### config.mk
export PLATFORM = sky130hd
export DESIGN_NAME = drive_brake_enable_sequencer_core_flat
export DESIGN_NICKNAME = d
export VERILOG_FILES = /design/src/dbes_pkg.sv /design/src/dbes_in_if.sv /design/src/dbes_out_if.sv /design/src/dbes_step.sv /design/src/drive_brake_enable_sequencer_core.sv /design/src/flat_wrapper.sv
export SDC_FILE = /design/constraint.sdc
export NUM_CORES = 1
export LEC_CHECK = 0
export ABC_AREA = 1
export BUFFER_PORTS_ARGS = -buffer_cell sky130_fd_sc_hd__buf_4
export CAP_MARGIN = 5
export CORE_MARGIN = 5
export CORE_UTILIZATION = 30
export DETAILED_ROUTE_END_ITERATION = 16
export GPL_TIMING_DRIVEN = 0
export SLEW_MARGIN = 20
export SYNTH_ARGS = -nofsm -noshare
export SYNTH_HDL_FRONTEND = slang
export SYNTH_SLANG_ARGS = --single-unit
### constraint.sdc
create_clock -name i_clk -period 5.1 [get_ports i_clk]
set_input_delay 1.02 -clock i_clk [delete_from_list [all_inputs] [get_ports i_clk]]
set_output_delay 1.02 -clock i_clk [all_outputs]
set_load 0.005 [all_outputs]
### src/dbes_pkg.sv
`default_nettype none

package dbes_pkg;

    localparam int DELAY_BITS   = 16;
    localparam int TIMEOUT_BITS = 24;
    localparam int BCNT_W       = DELAY_BITS + 1;
    localparam int TCNT_W       = TIMEOUT_BITS + 1;
    localparam int CFG_DATA_W   = (DELAY_BITS > TIMEOUT_BITS) ? DELAY_BITS : TIMEOUT_BITS;
    localparam int CFG_IDX_W    = 3;
    localparam int ALARM_N      = 3;

    typedef logic [DELAY_BITS-1:0]   t_delay;
    typedef logic [TIMEOUT_BITS-1:0] t_timeout;
    typedef logic [BCNT_W-1:0]       t_bcnt;
    typedef logic [TCNT_W-1:0]       t_tcnt;
    typedef logic [CFG_IDX_W-1:0]    t_cfg_idx;
    typedef logic [CFG_DATA_W-1:0]   t_cfg_data;

    // register indexes on the config port
    localparam t_cfg_idx REG_BRAKE_ENABLE         = 3'd0;
    localparam t_cfg_idx REG_BRAKE_OPEN_DELAY     = 3'd1;
    localparam t_cfg_idx REG_BRAKE_CLOSE_AHEAD    = 3'd2;
    localparam t_cfg_idx REG_ENABLE_TIMEOUT       = 3'd3;
    localparam t_cfg_idx REG_REDUCE_TORQUE_ENABLE = 3'd4;
    localparam t_cfg_idx REG_ALARM_MASK           = 3'd5;
    localparam t_cfg_idx REG_RESET_DEFINED        = 3'd6;

    // error codes
    localparam logic [2:0] ERR_NONE        = 3'd0;
    localparam logic [2:0] ERR_ALARM0      = 3'd1;
    localparam logic [2:0] ERR_ALARM1      = 3'd2;
    localparam logic [2:0] ERR_ALARM2      = 3'd3;
    localparam logic [2:0] ERR_INTERLOCKED = 3'd4;
    localparam logic [2:0] ERR_TIMEOUT     = 3'd5;

    typedef enum logic [1:0] {
        PH_CLOSED  = 2'd0,
        PH_OPENING = 2'd1,
        PH_OPEN    = 2'd2,
        PH_CLOSING = 2'd3
    } t_phase;

    typedef struct packed {
        logic     brake_enable;
        t_delay   brake_open_delay;
        t_delay   brake_close_ahead;
        t_timeout enable_timeout;
        logic     reduce_torque_enable;
        logic [2:0] alarm_mask;
        logic     reset_defined;
    } t_cfg;

    typedef struct packed {
        t_phase     phase;
        t_bcnt      brake_ticks;
        t_tcnt      timeout_ticks;
        logic       prev_enable;
        logic       prev_feedback;
        logic       brake_out;
        logic [2:0] err;
        logic       reset_pending;
    } t_state;

    typedef struct packed {
        logic       enable_cmd;
        logic       drive_enabled;
        logic       interlock;
        logic       at_target;
        logic [2:0] alarm_bits;
        logic       error_reset;
    } t_in_item;

    typedef struct packed {
        logic       amp_enable;
        logic       brake_release;
        logic       reduce_torque;
        logic       hw_reset;
        logic       enabled_status;
        logic       effective_enable;
        logic [2:0] error_code;
        logic       enabled_lost;
        logic [1:0] brake_phase;
    } t_out_item;

endpackage

`default_nettype wire

### src/dbes_in_if.sv
`default_nettype none

interface dbes_in_if;
    logic               valid;
    logic               ready;
    dbes_pkg::t_in_item data;

    modport source (output valid, output data, input ready);
    modport sink   (input valid, input data, output ready);
endinterface

`default_nettype wire

### src/dbes_out_if.sv
`default_nettype none

interface dbes_out_if;
    logic                valid;
    logic                ready;
    dbes_pkg::t_out_item data;

    modport source (output valid, output data, input ready);
    modport sink   (input valid, input data, output ready);
endinterface

`default_nettype wire

### src/dbes_step.sv
`default_nettype none

// One tick of the enable / brake update, purely combinational.
module dbes_step (
    input  wire dbes_pkg::t_cfg      i_cfg,
    input  wire dbes_pkg::t_state    i_state,
    input  wire dbes_pkg::t_in_item  i_item,
    output dbes_pkg::t_state         o_state,
    output dbes_pkg::t_out_item      o_res
);

    always_comb begin
        logic               en;
        logic               fb;
        logic               amp;
        logic               status;
        logic               lost;
        logic               hwr;
        logic [2:0]         hit;
        logic [2:0]         err;
        logic               pend;
        dbes_pkg::t_phase   ph;
        dbes_pkg::t_bcnt    bt;
        dbes_pkg::t_tcnt    tt;
        logic               bo;

        fb     = i_item.drive_enabled;
        en     = i_item.enable_cmd;
        err    = i_state.err;
        pend   = i_state.reset_pending;
        ph     = i_state.phase;
        bt     = i_state.brake_ticks;
        tt     = i_state.timeout_ticks;
        bo     = i_state.brake_out;
        lost   = 1'b0;
        hwr    = 1'b0;

        if (i_item.error_reset) begin
            err = dbes_pkg::ERR_NONE;
            if (i_cfg.reset_defined) begin
                pend = 1'b1;
            end
        end

        // connected alarms; highest numbered alarm wins the code
        hit = i_cfg.alarm_mask & i_item.alarm_bits;
        if (hit != 3'b000) begin
            en = 1'b0;
        end
        if (hit[2]) begin
            err = dbes_pkg::ERR_ALARM2;
        end else if (hit[1]) begin
            err = dbes_pkg::ERR_ALARM1;
        end else if (hit[0]) begin
            err = dbes_pkg::ERR_ALARM0;
        end

        if (i_item.interlock && en) begin
            en  = 1'b0;
            err = dbes_pkg::ERR_INTERLOCKED;
        end

        if (i_cfg.brake_enable) begin
            status = fb && i_state.brake_out;
            if (en && !i_state.prev_enable) begin
                ph = dbes_pkg::PH_OPENING;
                bt = '0;
            end
            if (!en && i_state.prev_enable) begin
                ph = dbes_pkg::PH_CLOSING;
                bt = '0;
            end
            amp = 1'b0;
            unique case (ph)
                dbes_pkg::PH_OPENING: begin
                    amp = 1'b1;
                    if (bt > {1'b0, i_cfg.brake_open_delay}) begin
                        if (!fb) begin
                            en  = 1'b0;
                            bo  = 1'b0;
                            bt  = '0;
                            amp = 1'b0;
                            ph  = dbes_pkg::PH_CLOSED;
                        end else begin
                            ph = dbes_pkg::PH_OPEN;
                            bo = 1'b1;
                        end
                    end
                    if (i_state.prev_feedback && !fb) begin
                        ph  = dbes_pkg::PH_CLOSED;
                        amp = 1'b0;
                        bo  = 1'b0;
                    end
                    if (fb) begin
                        bt = bt + dbes_pkg::t_bcnt'(1);
                    end
                end
                dbes_pkg::PH_OPEN: begin
                    bt = '0;
                    if (!fb && en) begin
                        bo  = 1'b0;
                        amp = 1'b0;
                        ph  = dbes_pkg::PH_CLOSED;
                    end else begin
                        bo  = 1'b1;
                        amp = 1'b1;
                    end
                end
                dbes_pkg::PH_CLOSING: begin
                    bo  = 1'b0;
                    amp = 1'b1;
                    if (bt > {1'b0, i_cfg.brake_close_ahead} || !fb) begin
                        ph  = dbes_pkg::PH_CLOSED;
                        amp = 1'b0;
                    end
                    bt = bt + dbes_pkg::t_bcnt'(1);
                end
                default: begin
                    bo  = 1'b0;
                    bt  = '0;
                    amp = 1'b0;
                end
            endcase
        end else begin
            status = fb;
            amp    = en;
        end

        if (i_cfg.reset_defined) begin
            hwr  = pend;
            pend = 1'b0;
        end

        if (!fb && en) begin
            tt = tt + dbes_pkg::t_tcnt'(1);
            if (tt > {1'b0, i_cfg.enable_timeout}) begin
                tt  = '0;
                en  = 1'b0;
                err = dbes_pkg::ERR_TIMEOUT;
            end
        end else begin
            tt = '0;
        end

        if (!fb && i_state.prev_feedback && en) begin
            en   = 1'b0;
            lost = 1'b1;
        end

        o_state.phase         = ph;
        o_state.brake_ticks   = bt;
        o_state.timeout_ticks = tt;
        o_state.prev_enable   = en;
        o_state.prev_feedback = fb;
        o_state.brake_out     = bo;
        o_state.err           = err;
        o_state.reset_pending = pend;

        o_res.amp_enable       = amp;
        o_res.brake_release    = i_cfg.brake_enable && bo;
        o_res.reduce_torque    = i_cfg.reduce_torque_enable && i_item.at_target;
        o_res.hw_reset         = hwr;
        o_res.enabled_status   = status;
        o_res.effective_enable = en;
        o_res.error_code       = err;
        o_res.enabled_lost     = lost;
        o_res.brake_phase      = ph;
    end

endmodule

`default_nettype wire

### src/drive_brake_enable_sequencer_core.sv
`default_nettype none

// Drive enable and brake sequencer. Each request on i_in is one control tick:
// the axis enable command, drive feedback, interlock, at-target, three alarm
// inputs and an error reset. Every request yields exactly one result on o_out
// carrying amplifier enable, brake release, reduce-torque, a one-tick hardware
// reset pulse, status, the effective enable, a sticky last-wins error code,
// the enabled-lost flag and the brake phase. One request per clock is taken:
// the whole tick update is a single combinational pass from the accepted
// request and the state registers into the state and the result register,
// and i_in.ready stays high unless the result register is full and o_out is
// stalled. Registers are written through the plain write port (i_cfg_we /
// i_cfg_idx / i_cfg_data); the user must do so only while the block is idle,
// the block does not enforce it. Writes to unused indexes are dropped.
module drive_brake_enable_sequencer_core (
    input  wire                        i_clk,
    input  wire                        i_rst_n,
    input  wire                        i_cfg_we,
    input  wire dbes_pkg::t_cfg_idx    i_cfg_idx,
    input  wire dbes_pkg::t_cfg_data   i_cfg_data,
    dbes_in_if.sink                    i_in,
    dbes_out_if.source                 o_out
);

    dbes_pkg::t_cfg      r_cfg;
    dbes_pkg::t_state    r_state;
    dbes_pkg::t_state    n_state;
    dbes_pkg::t_out_item n_res;
    dbes_pkg::t_out_item r_res;
    logic                r_res_valid;
    logic                in_fire;

    // result register frees up in the same cycle it is taken
    assign i_in.ready = !r_res_valid || o_out.ready;
    assign in_fire    = i_in.valid && i_in.ready;

    assign o_out.valid = r_res_valid;
    assign o_out.data  = r_res;

    // config registers, masked to their widths
    always_ff @(posedge i_clk) begin
        if (!i_rst_n) begin
            r_cfg <= '0;
        end else if (i_cfg_we) begin
            unique case (i_cfg_idx)
                dbes_pkg::REG_BRAKE_ENABLE: begin
                    r_cfg.brake_enable <= i_cfg_data[0];
                end
                dbes_pkg::REG_BRAKE_OPEN_DELAY: begin
                    r_cfg.brake_open_delay <= i_cfg_data[dbes_pkg::DELAY_BITS-1:0];
                end
                dbes_pkg::REG_BRAKE_CLOSE_AHEAD: begin
                    r_cfg.brake_close_ahead <= i_cfg_data[dbes_pkg::DELAY_BITS-1:0];
                end
                dbes_pkg::REG_ENABLE_TIMEOUT: begin
                    r_cfg.enable_timeout <= i_cfg_data[dbes_pkg::TIMEOUT_BITS-1:0];
                end
                dbes_pkg::REG_REDUCE_TORQUE_ENABLE: begin
                    r_cfg.reduce_torque_enable <= i_cfg_data[0];
                end
                dbes_pkg::REG_ALARM_MASK: begin
                    r_cfg.alarm_mask <= i_cfg_data[2:0];
                end
                dbes_pkg::REG_RESET_DEFINED: begin
                    r_cfg.reset_defined <= i_cfg_data[0];
                end
                default: begin
                end
            endcase
        end
    end

    // tick update: phase/brake sequencer, timeout, error code, reset pulse
    dbes_step u_step (
        .i_cfg   (r_cfg),
        .i_state (r_state),
        .i_item  (i_in.data),
        .o_state (n_state),
        .o_res   (n_res)
    );

    // state advances only on an accepted request
    always_ff @(posedge i_clk) begin
        if (!i_rst_n) begin
            r_state.phase         <= dbes_pkg::PH_CLOSED;
            r_state.brake_ticks   <= '0;
            r_state.timeout_ticks <= '0;
            r_state.prev_enable   <= 1'b0;
            r_state.prev_feedback <= 1'b0;
            r_state.brake_out     <= 1'b0;
            r_state.err           <= dbes_pkg::ERR_NONE;
            r_state.reset_pending <= 1'b0;
            r_res_valid           <= 1'b0;
        end else begin
            if (in_fire) begin
                r_state     <= n_state;
                r_res_valid <= 1'b1;
            end else if (o_out.ready) begin
                r_res_valid <= 1'b0;
            end
        end
    end

    // result payload, no reset needed
    always_ff @(posedge i_clk) begin
        if (in_fire) begin
            r_res <= n_res;
        end
    end

endmodule

`default_nettype wire

### src/flat_wrapper.sv
// flat-port wrapper written by rule: the top's interface ports become plain ports
module drive_brake_enable_sequencer_core_flat 
  (i_clk, i_rst_n, i_cfg_we, i_cfg_idx, i_cfg_data, i_in_valid, i_in_data, i_in_ready, o_out_valid, o_out_data, o_out_ready);
  dbes_in_if i_in_i ();
  dbes_out_if o_out_i ();
  input  wire i_clk;
  input  wire i_rst_n;
  input  wire i_cfg_we;
  input  wire dbes_pkg::t_cfg_idx i_cfg_idx;
  input  wire dbes_pkg::t_cfg_data i_cfg_data;
  input wire logic [$bits(i_in_i.valid)-1:0] i_in_valid;
  input wire logic [$bits(i_in_i.data)-1:0] i_in_data;
  output wire logic [$bits(i_in_i.ready)-1:0] i_in_ready;
  output wire logic [$bits(o_out_i.valid)-1:0] o_out_valid;
  output wire logic [$bits(o_out_i.data)-1:0] o_out_data;
  input wire logic [$bits(o_out_i.ready)-1:0] o_out_ready;
  assign i_in_i.valid = i_in_valid;
  assign i_in_i.data = i_in_data;
  assign i_in_ready = i_in_i.ready;
  assign o_out_valid = o_out_i.valid;
  assign o_out_data = o_out_i.data;
  assign o_out_i.ready = o_out_ready;
  drive_brake_enable_sequencer_core u_core (.i_clk(i_clk), .i_rst_n(i_rst_n), .i_cfg_we(i_cfg_we), .i_cfg_idx(i_cfg_idx), .i_cfg_data(i_cfg_data), .i_in(i_in_i), .o_out(o_out_i));
endmodule
* Word level (Yosys, flattened, before mapping)
Index checks and enable logic that the tools add are counted.
** Storage, ports and cells
- Input bits :: 40
- Word-level logic and storage cells :: 124
- Output and inout bits :: 14
- Flip-flop bits (word level) :: 126
** Operators by class
- Order comparisons :: 3
- Reductions and logical operators :: 28
- Equality and inequality tests :: 9
- Bitwise gates (word level) :: 1
- Add/subtract/negate cells :: 3
- Muxes and demuxes :: 55
** Operator list (number)
- two-way mux 17 bit :: 8
- two-way mux 25 bit :: 2
- adder 17 x 1 -> 17 bit (second input constant) :: 2
- > comparator 17 x 16 -> 1 bit :: 2
- case mux 17 bit (2 select lines) :: 1
- adder 25 x 1 -> 25 bit (second input constant) :: 1
- > comparator 25 x 24 -> 1 bit :: 1
- two-way mux 1 bit :: 25
- two-way mux 3 bit :: 7
- two-way mux 2 bit :: 9
- AND reduction 2 bit :: 8
- logical AND 1 bit :: 11
- == test 3 bit (second input constant) :: 3
- == test 3 x 2 -> 1 bit (second input constant) :: 2
- case mux 2 bit (3 select lines) :: 1
- == test 2 bit (second input constant) :: 2
- logical NOT 1 bit :: 4
- bitwise AND 3 bit :: 1
- == test 3 x 1 -> 1 bit (second input constant) :: 1
- logical NOT 3 bit :: 1
- case mux 1 bit (3 select lines) :: 1
- nonzero test 3 bit :: 1
- == test 2 x 1 -> 1 bit (second input constant) :: 1
- logical OR 1 bit :: 2
- other kinds (2) :: 2

* Depth between registers and ports, before layout
Gate-level depths: netlist (run 1).
- Depth in word-level cells :: 17
- Mapped depth :: 37
- Depth with buffers taken out :: 36

* By module
A second synthesis (run 1) with hierarchy kept.
** Second synthesis, totals
- Cells, all modules :: 1383
- Area total of the unflattened synthesis :: 9153.8 µm²
** Modules (own cells, without submodules)
- drive_brake_enable_sequencer_core :: instances 1, cells an instance 669, area an instance 5077.4 µm²
- dbes_step :: instances 1, cells an instance 714, area an instance 4076.4 µm²

* Worst setup path before layout (run 1)
OpenSTA, ideal clock, no wires.
- Path type :: input to register
- Start :: in i_in_data[3]
- End :: reg u_core.r_state[44] in the netlist's numbering
- Data arrival time :: 4.453 ns
- Setup time :: 0.068 ns
- Required time :: 5.032 ns
- Cell stages on the path :: 36
- Buffers on the path :: 2
- Setup slack :: 0.580 ns
- Cell sequence :: nand2_1 -> nand2_2 -> nor2_4 -> nand3_4 -> nand2_8 -> buf_12 -> nand3_1 -> inv_1 -> ha_1 -> nand2_1 -> inv_1 -> nand2_1 -> nand2_1 -> nand2_1 -> nand3_1 -> nand2_1 -> nand2_1 -> nand2_1 -> nand2_1 -> nand2_1 -> nand2_2 -> nand2_2 -> buf_4 -> inv_1 -> nor4_2 -> ha_1 -> nand2_1 -> nor2_1 -> nand3_2 -> nor2_2 -> nand2_1 -> o21ai_0 -> nand3_1 -> nand2_1 -> nand2_1 -> a21oi_2
** On the way
- Word-level cells in the longest chain between the ends :: 16
- Elaborated cells on any way between the ends :: 25
** Ends and longest elaborated chain
- start, declared :: RTL line flat_wrapper.sv:12 : input wire logic [$bits(i_in_i.data)-1:0] i_in_data;
- bitwise AND 3 bit * :: RTL line dbes_step.sv:46 : hit = i_cfg.alarm_mask & i_item.alarm_bits;
- nonzero test 3 bit * :: RTL line dbes_step.sv:47 : if (hit != 3'b000) begin
- two-way mux 1 bit * :: RTL line dbes_step.sv:47
- logical AND 1 bit :: RTL line dbes_step.sv:58 : if (i_item.interlock && en) begin
- two-way mux 1 bit * :: RTL line dbes_step.sv:58
- logical AND 1 bit / logical NOT 1 bit (equally long branches) :: RTL line dbes_step.sv:65, dbes_step.sv:69
- two-way mux 17 bit / logical AND 1 bit (equally long branches) :: RTL line dbes_step.sv:65, dbes_step.sv:69
- two-way mux 17 bit :: RTL line dbes_step.sv:69 : if (!en && i_state.prev_enable) begin
- two-way mux 17 bit :: RTL line dbes_step.sv:63 : if (i_cfg.brake_enable) begin
- > comparator 17 x 16 -> 1 bit / two-way mux 17 bit (equally long branches) :: RTL line dbes_step.sv:77, dbes_step.sv:78
- two-way mux 17 bit :: RTL line dbes_step.sv:77 : if (bt > {1'b0, i_cfg.brake_open_delay}) begin
- two-way mux 17 bit :: RTL line dbes_step.sv:74 : unique case (ph)
- two-way mux 17 bit :: RTL line dbes_step.sv:63
- adder 17 x 1 -> 17 bit :: RTL line dbes_step.sv:95 : bt = bt + dbes_pkg::t_bcnt'(1);
- two-way mux 17 bit :: RTL line dbes_step.sv:94 : if (fb) begin
- case mux 17 bit (2 select lines) * :: RTL line dbes_step.sv:74
- end signal, assigned :: RTL line drive_brake_enable_sequencer_core.sv:96 : r_state <= n_state;
- end, declared :: RTL line drive_brake_enable_sequencer_core.sv:26 : dbes_pkg::t_state r_state;
Every way passes the cells marked *; elsewhere a longest branch is shown, timed or not. The select of a mux whose other input is x is not followed.
A chain may end at the register's enable or synchronous reset.

* Final worst setup path (run 1)
Same ends and word-level chain as after synthesis.

==> results of run 1 <==
through the flow:
stage | util (%) | setup TNS [ps] | cells
floorplan | - | 0 | 1092
global placement | 33.5 | -2990 | 1480
detailed placement | 33.5 | -3450 | 1480
CTS | 35.9 | 0 | 1512
global route | 36.6 | -68.7 | 1523
finish | 36.6 | 0 | 1523
power by group:
group	total, mW	leakage, nW	switching (mW)	internal, mW
Combinational	0.311	2.54	0.206	0.105
Clock	1.31	0.302	0.507	0.807
Sequential	1.04	1.04	0.0108	1.03
Total	2.66	3.89	0.723	1.94
cells by family after synthesis:
group,after synthesis,share of synthesized area [%]
AOI/OAI and AO/OA,261,17.4
xor gates and xnor gates,22,2.45
adders and majority gates,63,10.0
buffers and inverters,205,10.3
DFF,126,33.6
and+or+nand+nor,415,26.2
critical path: cells and delay by family:
family                     cells  cell delay (ps)
buffers and inverters          6              720
and+or+nand+nor               23             2770
AOI/OAI and AO/OA              1               50
adders and majority gates      2              530
state kept, by name (all words and copies together) (netlist names):
signal / cells
u_core.o_out.data: 12
u_core.o_out.valid: 1
u_core.r_cfg: 62
u_core.r_state: 51
layout by cell type (no fill, tap or decap), types with 3 or more instances in the layout:
master	instances
nand3_4	4
buf_4	65
o21ai_0	88
a31oi_1	3
o21ai_1	6
inv_2	9
xnor2_1	5
nor2_1	70
o211ai_1	3
xor2_1	17
nor3_4	3
ha_1	63
inv_6	3
nor2_2	7
nor3_2	7
nand4_1	37
a21oi_1	142
nand3_2	7
nor3_1	11
edfxtp_1	12
dfxtp_1	114
clkinvlp_4	4
nand2_1	180
clkbuf_1	29
buf_2	5
buf_1	3
clkbuf_16	18
nor2_4	9
inv_1	150
nand3b_1	8
bufinv_16	3
o31ai_1	3
nor4_2	3
nand2_2	9
nand3_1	51
metal layers:
| metal | global-route usage [%] | wire length [µm] | share of wire [%] | vias up |
|---|---|---|---|---|
| li1 | - | - | - | 3838 |
| met4 | 3.59 | 373 | 1.6 | 0 |
| met1 | 19.8 | 10200 | 44 | 3525 |
| met5 | 0 | 0 | 0 | - |
| met2 | 27.2 | 11600 | 50 | 130 |
| met3 | 3.13 | 914 | 4.0 | 33 |
layout make-up:
type	instances	area share [%]
Clock buffer	18	4.75
Sequential cell	126	27.8
Tap cell	335	4.42
Timing Repair Buffer	63	4.98
Clock inverter	14	1.90
Multi-Input combinational cell	762	47.5
Buffer	41	2.02
Inverter	164	6.58
timing repair:
action,CTS,global route
setup endpoints to repair,5,7
pin swaps,0,3
hold buffers,0,0
gates cloned,0,1
setup buffers,0,10
resized for setup,1,22
how the worst max path moves through the flow:
stage / startpoint / endpoint / slack (ps) / cells past startpoint
6_report: i_in_data[3] / u_core.r_state[44] / 300 / 32
5_1_grt: i_in_data[3] / u_core.r_state[44] / -70 / 35
4_1_cts: i_in_data[3] / u_core.r_state[44] / 2 / 33
3_5_place_dp: i_in_data[3] / u_core.r_state[44] / -600 / 34
3_3_place_gp: i_in_data[3] / u_core.r_state[44] / -540 / 34
2_1_floorplan: i_in_data[3] / u_core.r_state[44] / 580 / 36
==> out/metrics.yaml, run 1 <==
status:
  status: "completed"
min_path:
  min_path_cells: 2
  hp-start: "u_core.r_state[0]"
  hold_end: "u_core.r_state[0]"
  hold_class: "reg2reg"
critical_path:
  crit_path_start_kind: "input pin"
  cp.arrival_ps: 5100
  path_class: "in2reg"
  r2r_cells: 31
  r2r_end: "u_core.r_state[44]"
  cpPeakStageDelay_ps: 330
  r2r-start: "u_core.r_cfg[3]"
  critPathRequiredTime_ps: 5400
  endpoint_kind: "flip-flop"
  cp_max_fo: 10
  slowest_stage: "ha_1"
  r2r_setup_slack_ps: 690
  cp_common_cell: "nand2_1"
yosys:
  synth_area_leaders: "dfxtp_1 (29%), ha_1 (10%), a21oi_1 (9.0%)"
  syn_avg_cell_area_um2: 7.20
  syn_inst: 1092
  yosysUniqueCellTypes: 52
  yosysWarnings: 0
  synth_seq_cells: 126
  synth_edf_count: 12
  synth_top_area_share_pct: 29.0
  yosysTopAreaCell: "dfxtp_1"
  async_flop_share_pct: 0
  syn_area_um2: 7860
  syn-num-nets: 1195
  seq_area_frac_synth_pct: 33.6
  synth_common_cells: "nand2_1 (180), inv_1 (154), a21oi_1 (142), dfxtp_1 (114), o21ai_0 (89)"
  yosysMostFrequentCell: "nand2_1"
  ys.flop_type: "dfxtp_1"
timing:
  drv_slew: 0
  setup_violations: 0
  relSlewSlack_pct: 55.8
  fin_crit_ps: 4800
  hold_violations: 0
  layout_setup_ws_ps: 299
  worst_hold_slack_ps: 458
  max_freq_ghz: 0.208
  period_share_pct: 94.1
  worst_slew_pin_slew_ps: 663
  clock_skew_ps: 12.1
floorplanning:
  start_util_pct: 30.3
  die_h_um: 172
  die-area_um2: 29500
  die_w_um: 172
  io_pins: 54
  num_rows: 59
  core-area_um2: 25900
routing:
  dr.pass1.iters: 5
  ant_nets: 0
  num_vias: 7526
  vias_per_cell: 4.94
  drt-initial-drc-count: 581
  routedWlPerCell_um: 15.1
  drt-total-wl_um: 23100
  drc: 0
power_and_ir_drop:
  finalPower_mw: 2.66
  ir_drop_uv: 174
  powerDensity_nw_per_um2: 281
  leakagePower_nw: 3.89
place:
  gp_congestion: 0.923
  port_buffers: 53
  dp_hpwl_um: 17500
  placed_cell_area_um2: 8680
  place_ws_ps: -603
grt:
  antenna_found_initial: 0
  first_global_vias: 7111
  gr-total-overflow: 0
  grt_pass1_wl_um: 36600
  grt_max_degree: 22
  grt_use_total_pct: 15.6
finish:
  seq_area_um2: 2640
  drive_above_1_share_pct: 14.5
  multi_input_area_um2: 4510
  fillers: 2700
  n_antenna_cell: 0
  design_area_um2: 9490
  area_delta_synth_final_pct: 20.7
  nets: 1278
clocking:
  cts_root_buf: "clkbuf_16"
  cts_sinks: 126
  clockBufferDepth: 2
  tritoncts: "yes"
  clk_pin_slew_ps: 70
  clock_latency_ps: 430
  cts_made_buffers: 17
  htreeDepth: 4
run:
  maxCapViolCount: 0
Note: power is estimated with default switching activity, not from simulation.
==> run 2: changes to the inputs <==
==> constraint.sdc (replaced) <==
create_clock -name i_clk -period 4.9 [get_ports i_clk]
set_input_delay 0.735 -clock i_clk [delete_from_list [all_inputs] [get_ports i_clk]]
set_output_delay 0.735 -clock i_clk [all_outputs]
set_load 0.005 [all_outputs]
==> out/metrics.yaml, run 2 (synthesis results as in run 1) <==
timing:
  hold_violations: 0  # unchanged
  period_share_pct: 94.6
  layout_setup_ws_ps: 266  # -33.4 ps
  setup_violations: 0  # unchanged
  max_freq_ghz: 0.216
  drv_slew: 0  # unchanged
  fin_crit_ps: 4630
  relSlewSlack_pct: 54.9  # -0.92 points
  clock_skew_ps: 11.8  # -0.315 ps
  worst_slew_pin_slew_ps: 677  # +13.8 ps
finish:
  nets: 1272  # -0.47%
  n_antenna_cell: 0  # unchanged
  largest_reg_flops: 62  # unchanged
  area_delta_synth_final_pct: 19.8
  drive_above_1_share_pct: 13.9  # -0.60 points
  final_cell_mix: "nand2_1 (180), inv_1 (151), a21oi_1 (142)"
  top_register: "u_core.r_cfg"
  fin_cells: 1517  # -0.39%
  final_common_cell: "nand2_1"
grt:
  antenna_found_initial: 0  # unchanged
  first_global_vias: 7111  # unchanged
  grt_max_degree: 22  # unchanged
  grt_use_total_pct: 15.6  # unchanged
  gr-total-overflow: 0  # unchanged
  grt_pass1_wl_um: 36600  # unchanged
floorplanning:
  die-area_um2: 29500  # unchanged
  die_h_um: 172  # unchanged
  core-area_um2: 25900  # unchanged
  num_rows: 59  # unchanged
  start_util_pct: 30.3  # unchanged
  io_pins: 54  # unchanged
  die_w_um: 172  # unchanged
clocking:
  cts_made_buffers: 17  # unchanged
  tritoncts: "yes"
  cts_hold_buf: 0  # unchanged
  htreeDepth: 4  # unchanged
  cts_sinks: 126  # unchanged
  clk_pin_slew_ps: 70  # about the same
  clock_latency_ps: 430  # about the same
  clockBufferDepth: 2  # unchanged
  cts_root_buf: "clkbuf_16"
critical_path:
  slowest_stage: "nor2_4"
  cp_num_buf_inv: 3  # -3
  crit_family: "simple AND/OR/NAND/NOR gates"
  path_class: "in2reg"
  endpoint_kind: "flip-flop"
  cp.arrival_ps: 5000  # -100 ps
  critPathRequiredTime_ps: 5260  # -140 ps
  crit_path_start_kind: "input pin"
  cpPeakStageDelay_ps: 430  # +100 ps
  cp_max_fo: 10  # unchanged
  cp_common_cell: "nand2_1"
power_and_ir_drop:
  seq_power_share_pct: 39.0  # about the same
  switchingPower_mw: 0.750  # +3.8%
  leakagePower_nw: 3.87  # -0.40%
  finalPower_mw: 2.77  # +3.9%
  intPower_mw: 2.02  # +4.0%
  comb_power_share_pct: 11.5  # -0.2 points
  ir_drop_uv: 180  # +3.8%
  pwr-share-clk_pct: 49.4  # about the same
  powerDensity_nw_per_um2: 294  # +4.7%
  p_sw_share_pct: 27.1  # -0.034 points
routing:
  drt-initial-drc-count: 513  # -12%
  ant_nets: 0  # unchanged
  dr_wl_met2_um: 11500  # -0.81%
  drt-total-wl_um: 22900  # -0.55%
  drc: 0  # unchanged
  drt-met1-wl_um: 10100  # -0.68%
  num_vias: 7458  # -0.90%
  dr.pass1.iters: 5  # unchanged
  routedWlPerCell_um: 15.1  # -0.16%
  vias_per_cell: 4.92  # -0.51%
  top_layer: "met4"
  wl_met3_um: 1030  # +13%
place:
  place_ws_ps: -518  # +85.0 ps
  gp_congestion: 0.923  # unchanged
  dp_hpwl_um: 17500  # unchanged
  port_buffers: 53  # unchanged
  dp_cells: 1480  # unchanged
min_path:
  hold_class: "reg2reg"
status:
  status: "completed"
run:
  maxCapViolCount: 0  # unchanged
-- run 2: timing repair --
| item | CTS | global route |
|---|---|---|
| resized for setup | 1 | 16 |
| pin swaps | 0 | 2 |
| endpoints found under the setup margin | 3 | 7 |
| buffers inserted | 0 | 5 |
-- run 2: layer usage --
layer  GRT usage (%)  up-vias
met5               0        -
met4            3.59        0
met3            3.13       27
met2            27.2      168
met1            19.8     3439
li1                -     3824
-- run 2: through the flow --
stage	instance area, µm²	hold WS (ps)	setup TNS, ps	util, %
final	9420	458	0	36.3
after global routing	9420	482	-57.9	36.3
after CTS	9310	461	0	35.9
after detailed placement	8680	452	-2840	33.5
after global placement	8680	448	-2390	33.5
after floorplan	7860	427	0	-
-- run 2: final timing paths --
| path | to | cells past startpoint | start | slack, ps |
|---|---|---|---|---|
| worst min register to register | u_core.r_state[0] | 2 | u_core.r_state[0] | 460 |
| worst max register to register | u_core.r_state[44] | 28 | u_core.r_cfg[3] | 380 |
| worst min-delay path | u_core.r_state[0] | 2 | u_core.r_state[0] | 460 |
| worst max-delay path | u_core.r_state[44] | 29 | i_in_data[3] | 270 |
-- run 2: cell type report --
class / instances / area [µm²]
clock inverters: 14 / 180
inverters: 164 / 621
well taps: 335 / 419
fillers: 2702 / 16500
multi-input cells: 761 / 4480
repair buffers: 58 / 435
clock buffers: 18 / 450
flip-flops and latches: 126 / 2640
plain buffers: 41 / 191
-- run 2: worst min-delay path: cells and delay by family, from the launching register on --
kind,cells,cell delay (ps)
buf+inv,1,30
flops,1,310
simple gates,1,70
-- run 2: power groups by stage --
stage	logic, mW	registers, mW	clock network [mW]
floorplan	0.191	1.10	0
global placement	0.309	1.10	0
detailed placement	0.310	1.10	0
CTS	0.312	1.08	1.38
global route	0.355	1.08	1.44
finish	0.319	1.08	1.37
==> run 3: changes to the inputs <==
--- a/config.mk
+++ b/config.mk
@@ -12,6 +12,7 @@
 export CORE_UTILIZATION = 30
 export DETAILED_ROUTE_END_ITERATION = 16
 export GPL_TIMING_DRIVEN = 0
+export PLACE_DENSITY = 0.48
 export SLEW_MARGIN = 20
 export SYNTH_ARGS = -nofsm -noshare
 export SYNTH_HDL_FRONTEND = slang
==> out/metrics.yaml, run 3 (synthesis results as in run 1) <==
timing:
  layout_setup_ws_ps: 449  # +184 ps
  period_share_pct: 90.8  # -3.7 points
  relSlewSlack_pct: 54.2  # -0.68 points
  clock_skew_ps: 10.6  # -1.21 ps
  hold_violations: 0  # unchanged
  max_freq_ghz: 0.225  # +4.1%
  drv_slew: 0  # unchanged
  setup_violations: 0  # unchanged
  fin_crit_ps: 4450  # -184 ps
  worst_slew_pin_slew_ps: 687  # +10.2 ps
critical_path:
  crit_path_start_kind: "input pin"
  critPathRequiredTime_ps: 5260  # about the same
  path_class: "in2reg"
  cp_max_fo: 10  # unchanged
  r2r_setup_slack_ps: 520  # +140 ps
  cpPeakStageDelay_ps: 300  # -130 ps
  cp_num_buf_inv: 6  # +3
  cp.arrival_ps: 4810  # -190 ps
  slowest_stage: "ha_1"
  endpoint_kind: "flip-flop"
  crit_family: "simple AND/OR/NAND/NOR gates"
  cp_common_cell: "nand2_1"
routing:
  num_vias: 7322  # -1.8%
  dr.pass1.iters: 4  # -1
  drt-total-wl_um: 23700  # +3.2%
  drc: 0  # unchanged
  vias_per_cell: 4.81  # -2.1%
  routedWlPerCell_um: 15.5  # +2.8%
  ant_nets: 0  # unchanged
  drt-initial-drc-count: 373  # -27%
place:
  place_ws_ps: -617  # -99.4 ps
  dp_cells: 1480  # unchanged
  gp_congestion: 0.861  # -6.7%
  port_buffers: 53  # unchanged
  dp_hpwl_um: 18500  # +5.7%
  placed_cell_area_um2: 8680  # unchanged
floorplanning:
  die-area_um2: 29500  # unchanged
  core-area_um2: 25900  # unchanged
  start_util_pct: 30.3  # unchanged
  num_rows: 59  # unchanged
  die_w_um: 172  # unchanged
  die_h_um: 172  # unchanged
  io_pins: 54  # unchanged
grt:
  grt_use_total_pct: 16.4  # +0.85 points
  first_global_vias: 7268  # +2.2%
  grt_pass1_wl_um: 38000  # +3.8%
  antenna_found_initial: 0  # unchanged
  gr-total-overflow: 0  # unchanged
  grt_max_degree: 22  # unchanged
min_path:
  hold_class: "reg2reg"
power_and_ir_drop:
  ir_drop_uv: 164  # -8.9%
  switchingPower_mw: 0.724  # -3.5%
  seq_power_share_pct: 40.8  # +1.8 points
  powerDensity_nw_per_um2: 281  # -4.2%
  intPower_mw: 1.93  # -4.6%
  p_sw_share_pct: 27.3  # +0.21 points
  pwr-share-clk_pct: 46.9  # -2.5 points
  comb_power_share_pct: 12.3  # +0.8 points
  leakagePower_nw: 3.88  # +0.12%
clocking:
  cts_made_buffers: 17  # unchanged
  htreeDepth: 4  # unchanged
  clk_pin_slew_ps: 60  # about the same
  clock_latency_ps: 430  # about the same
  clockBufferDepth: 2  # unchanged
  cts_sinks: 126  # unchanged
  cts_root_buf: "clkbuf_16"
  tritoncts: "yes"
finish:
  fin_cells: 1522  # +0.33%
  top_register: "u_core.r_cfg"
  final_cell_mix: "nand2_1 (180), inv_1 (149), a21oi_1 (142)"
  final_common_cell: "nand2_1"
  drive_above_1_share_pct: 14.1  # +0.19 points
  n_antenna_cell: 0  # unchanged
  area_delta_synth_final_pct: 19.7  # about the same
  largest_reg_flops: 62  # unchanged
  design_area_um2: 9410  # about the same
  nets: 1277  # +0.39%
  fillers: 2826  # +4.6%
run:
  maxCapViolCount: 0  # unchanged
status:
  status: "completed"
## run 3: cell count changes in the layout (fill, tap and decap cells not counted), sizes merged
cell      previous run  this run
clkinv               5        12
bufinv               3         2
clkbuf              47        46
inv                167       165
buf                 70        75
clkinvlp             3         0
## run 3: layout make-up
type,count,area [µm²],area share (%)
clock buffer,17,425,4.52
buffer,41,191,2.03
tap,335,419,4.45
multi-input combinational,761,4480,47.6
inverter,164,621,6.59
timing repair buffer,63,485,5.16
clock inverter,15,144,1.53
sequential,126,2640,28.1
## run 3: repair_timing
action	4_1_cts	5_1_grt
setup buffers	0	10
resized for setup	1	20
hold buffers	0	0
gates cloned	0	0
pin swaps	0	3
setup endpoints to repair	5	7
## run 3: routing by layer
layer / vias to the layer above / GRT usage [%] / wire (µm)
met3: 28 / 3.22 / 672
met5: - / 0 / 0
met2: 102 / 29.1 / 11900
li1: 3824 / - / -
met4: 0 / 4.00 / 346
met1: 3368 / 20.6 / 10800
## run 3: stage by stage
step / setup TNS, ps / power [mW] / utilization (%) / hold WS, ps
floorplan: 0 / 1.29 / - / 427
global placement: -3560 / 1.42 / 33.5 / 444
detailed placement: -3490 / 1.42 / 33.5 / 449
CTS: 0 / 2.67 / 35.7 / 463
global route: -15.2 / 2.77 / 36.3 / 482
finish: 0 / 2.65 / 36.3 / 460
## run 3: final timing paths
path | start | endpoint | cells past startpoint
worst max-delay path | i_in_data[3] | u_core.r_state[44] | 31
worst min-delay path | u_core.r_cfg[30] | u_core.r_cfg[30] | 2
worst max register to register | u_core.r_cfg[3] | u_core.r_state[44] | 34
worst min register to register | u_core.r_cfg[30] | u_core.r_cfg[30] | 2
## run 3: power by group through the flow
stage | Clock [mW] | Sequential (mW) | Combinational [mW]
after global placement | 0 | 1.10 | 0.317
after CTS | 1.28 | 1.08 | 0.319
after global routing | 1.33 | 1.08 | 0.362
final | 1.24 | 1.08 | 0.326
after floorplan | 0 | 1.10 | 0.191
after detailed placement | 0 | 1.10 | 0.317
## run 3: worst register-to-register path, delay by kind of cell (launching register included)
family / cells / cell delay (ps)
DFF: 1 / 330
AOI/OAI and AO/OA: 2 / 280
and+or+nand+nor: 26 / 2660
adders and majority gates: 2 / 490
buffers and inverters: 4 / 570
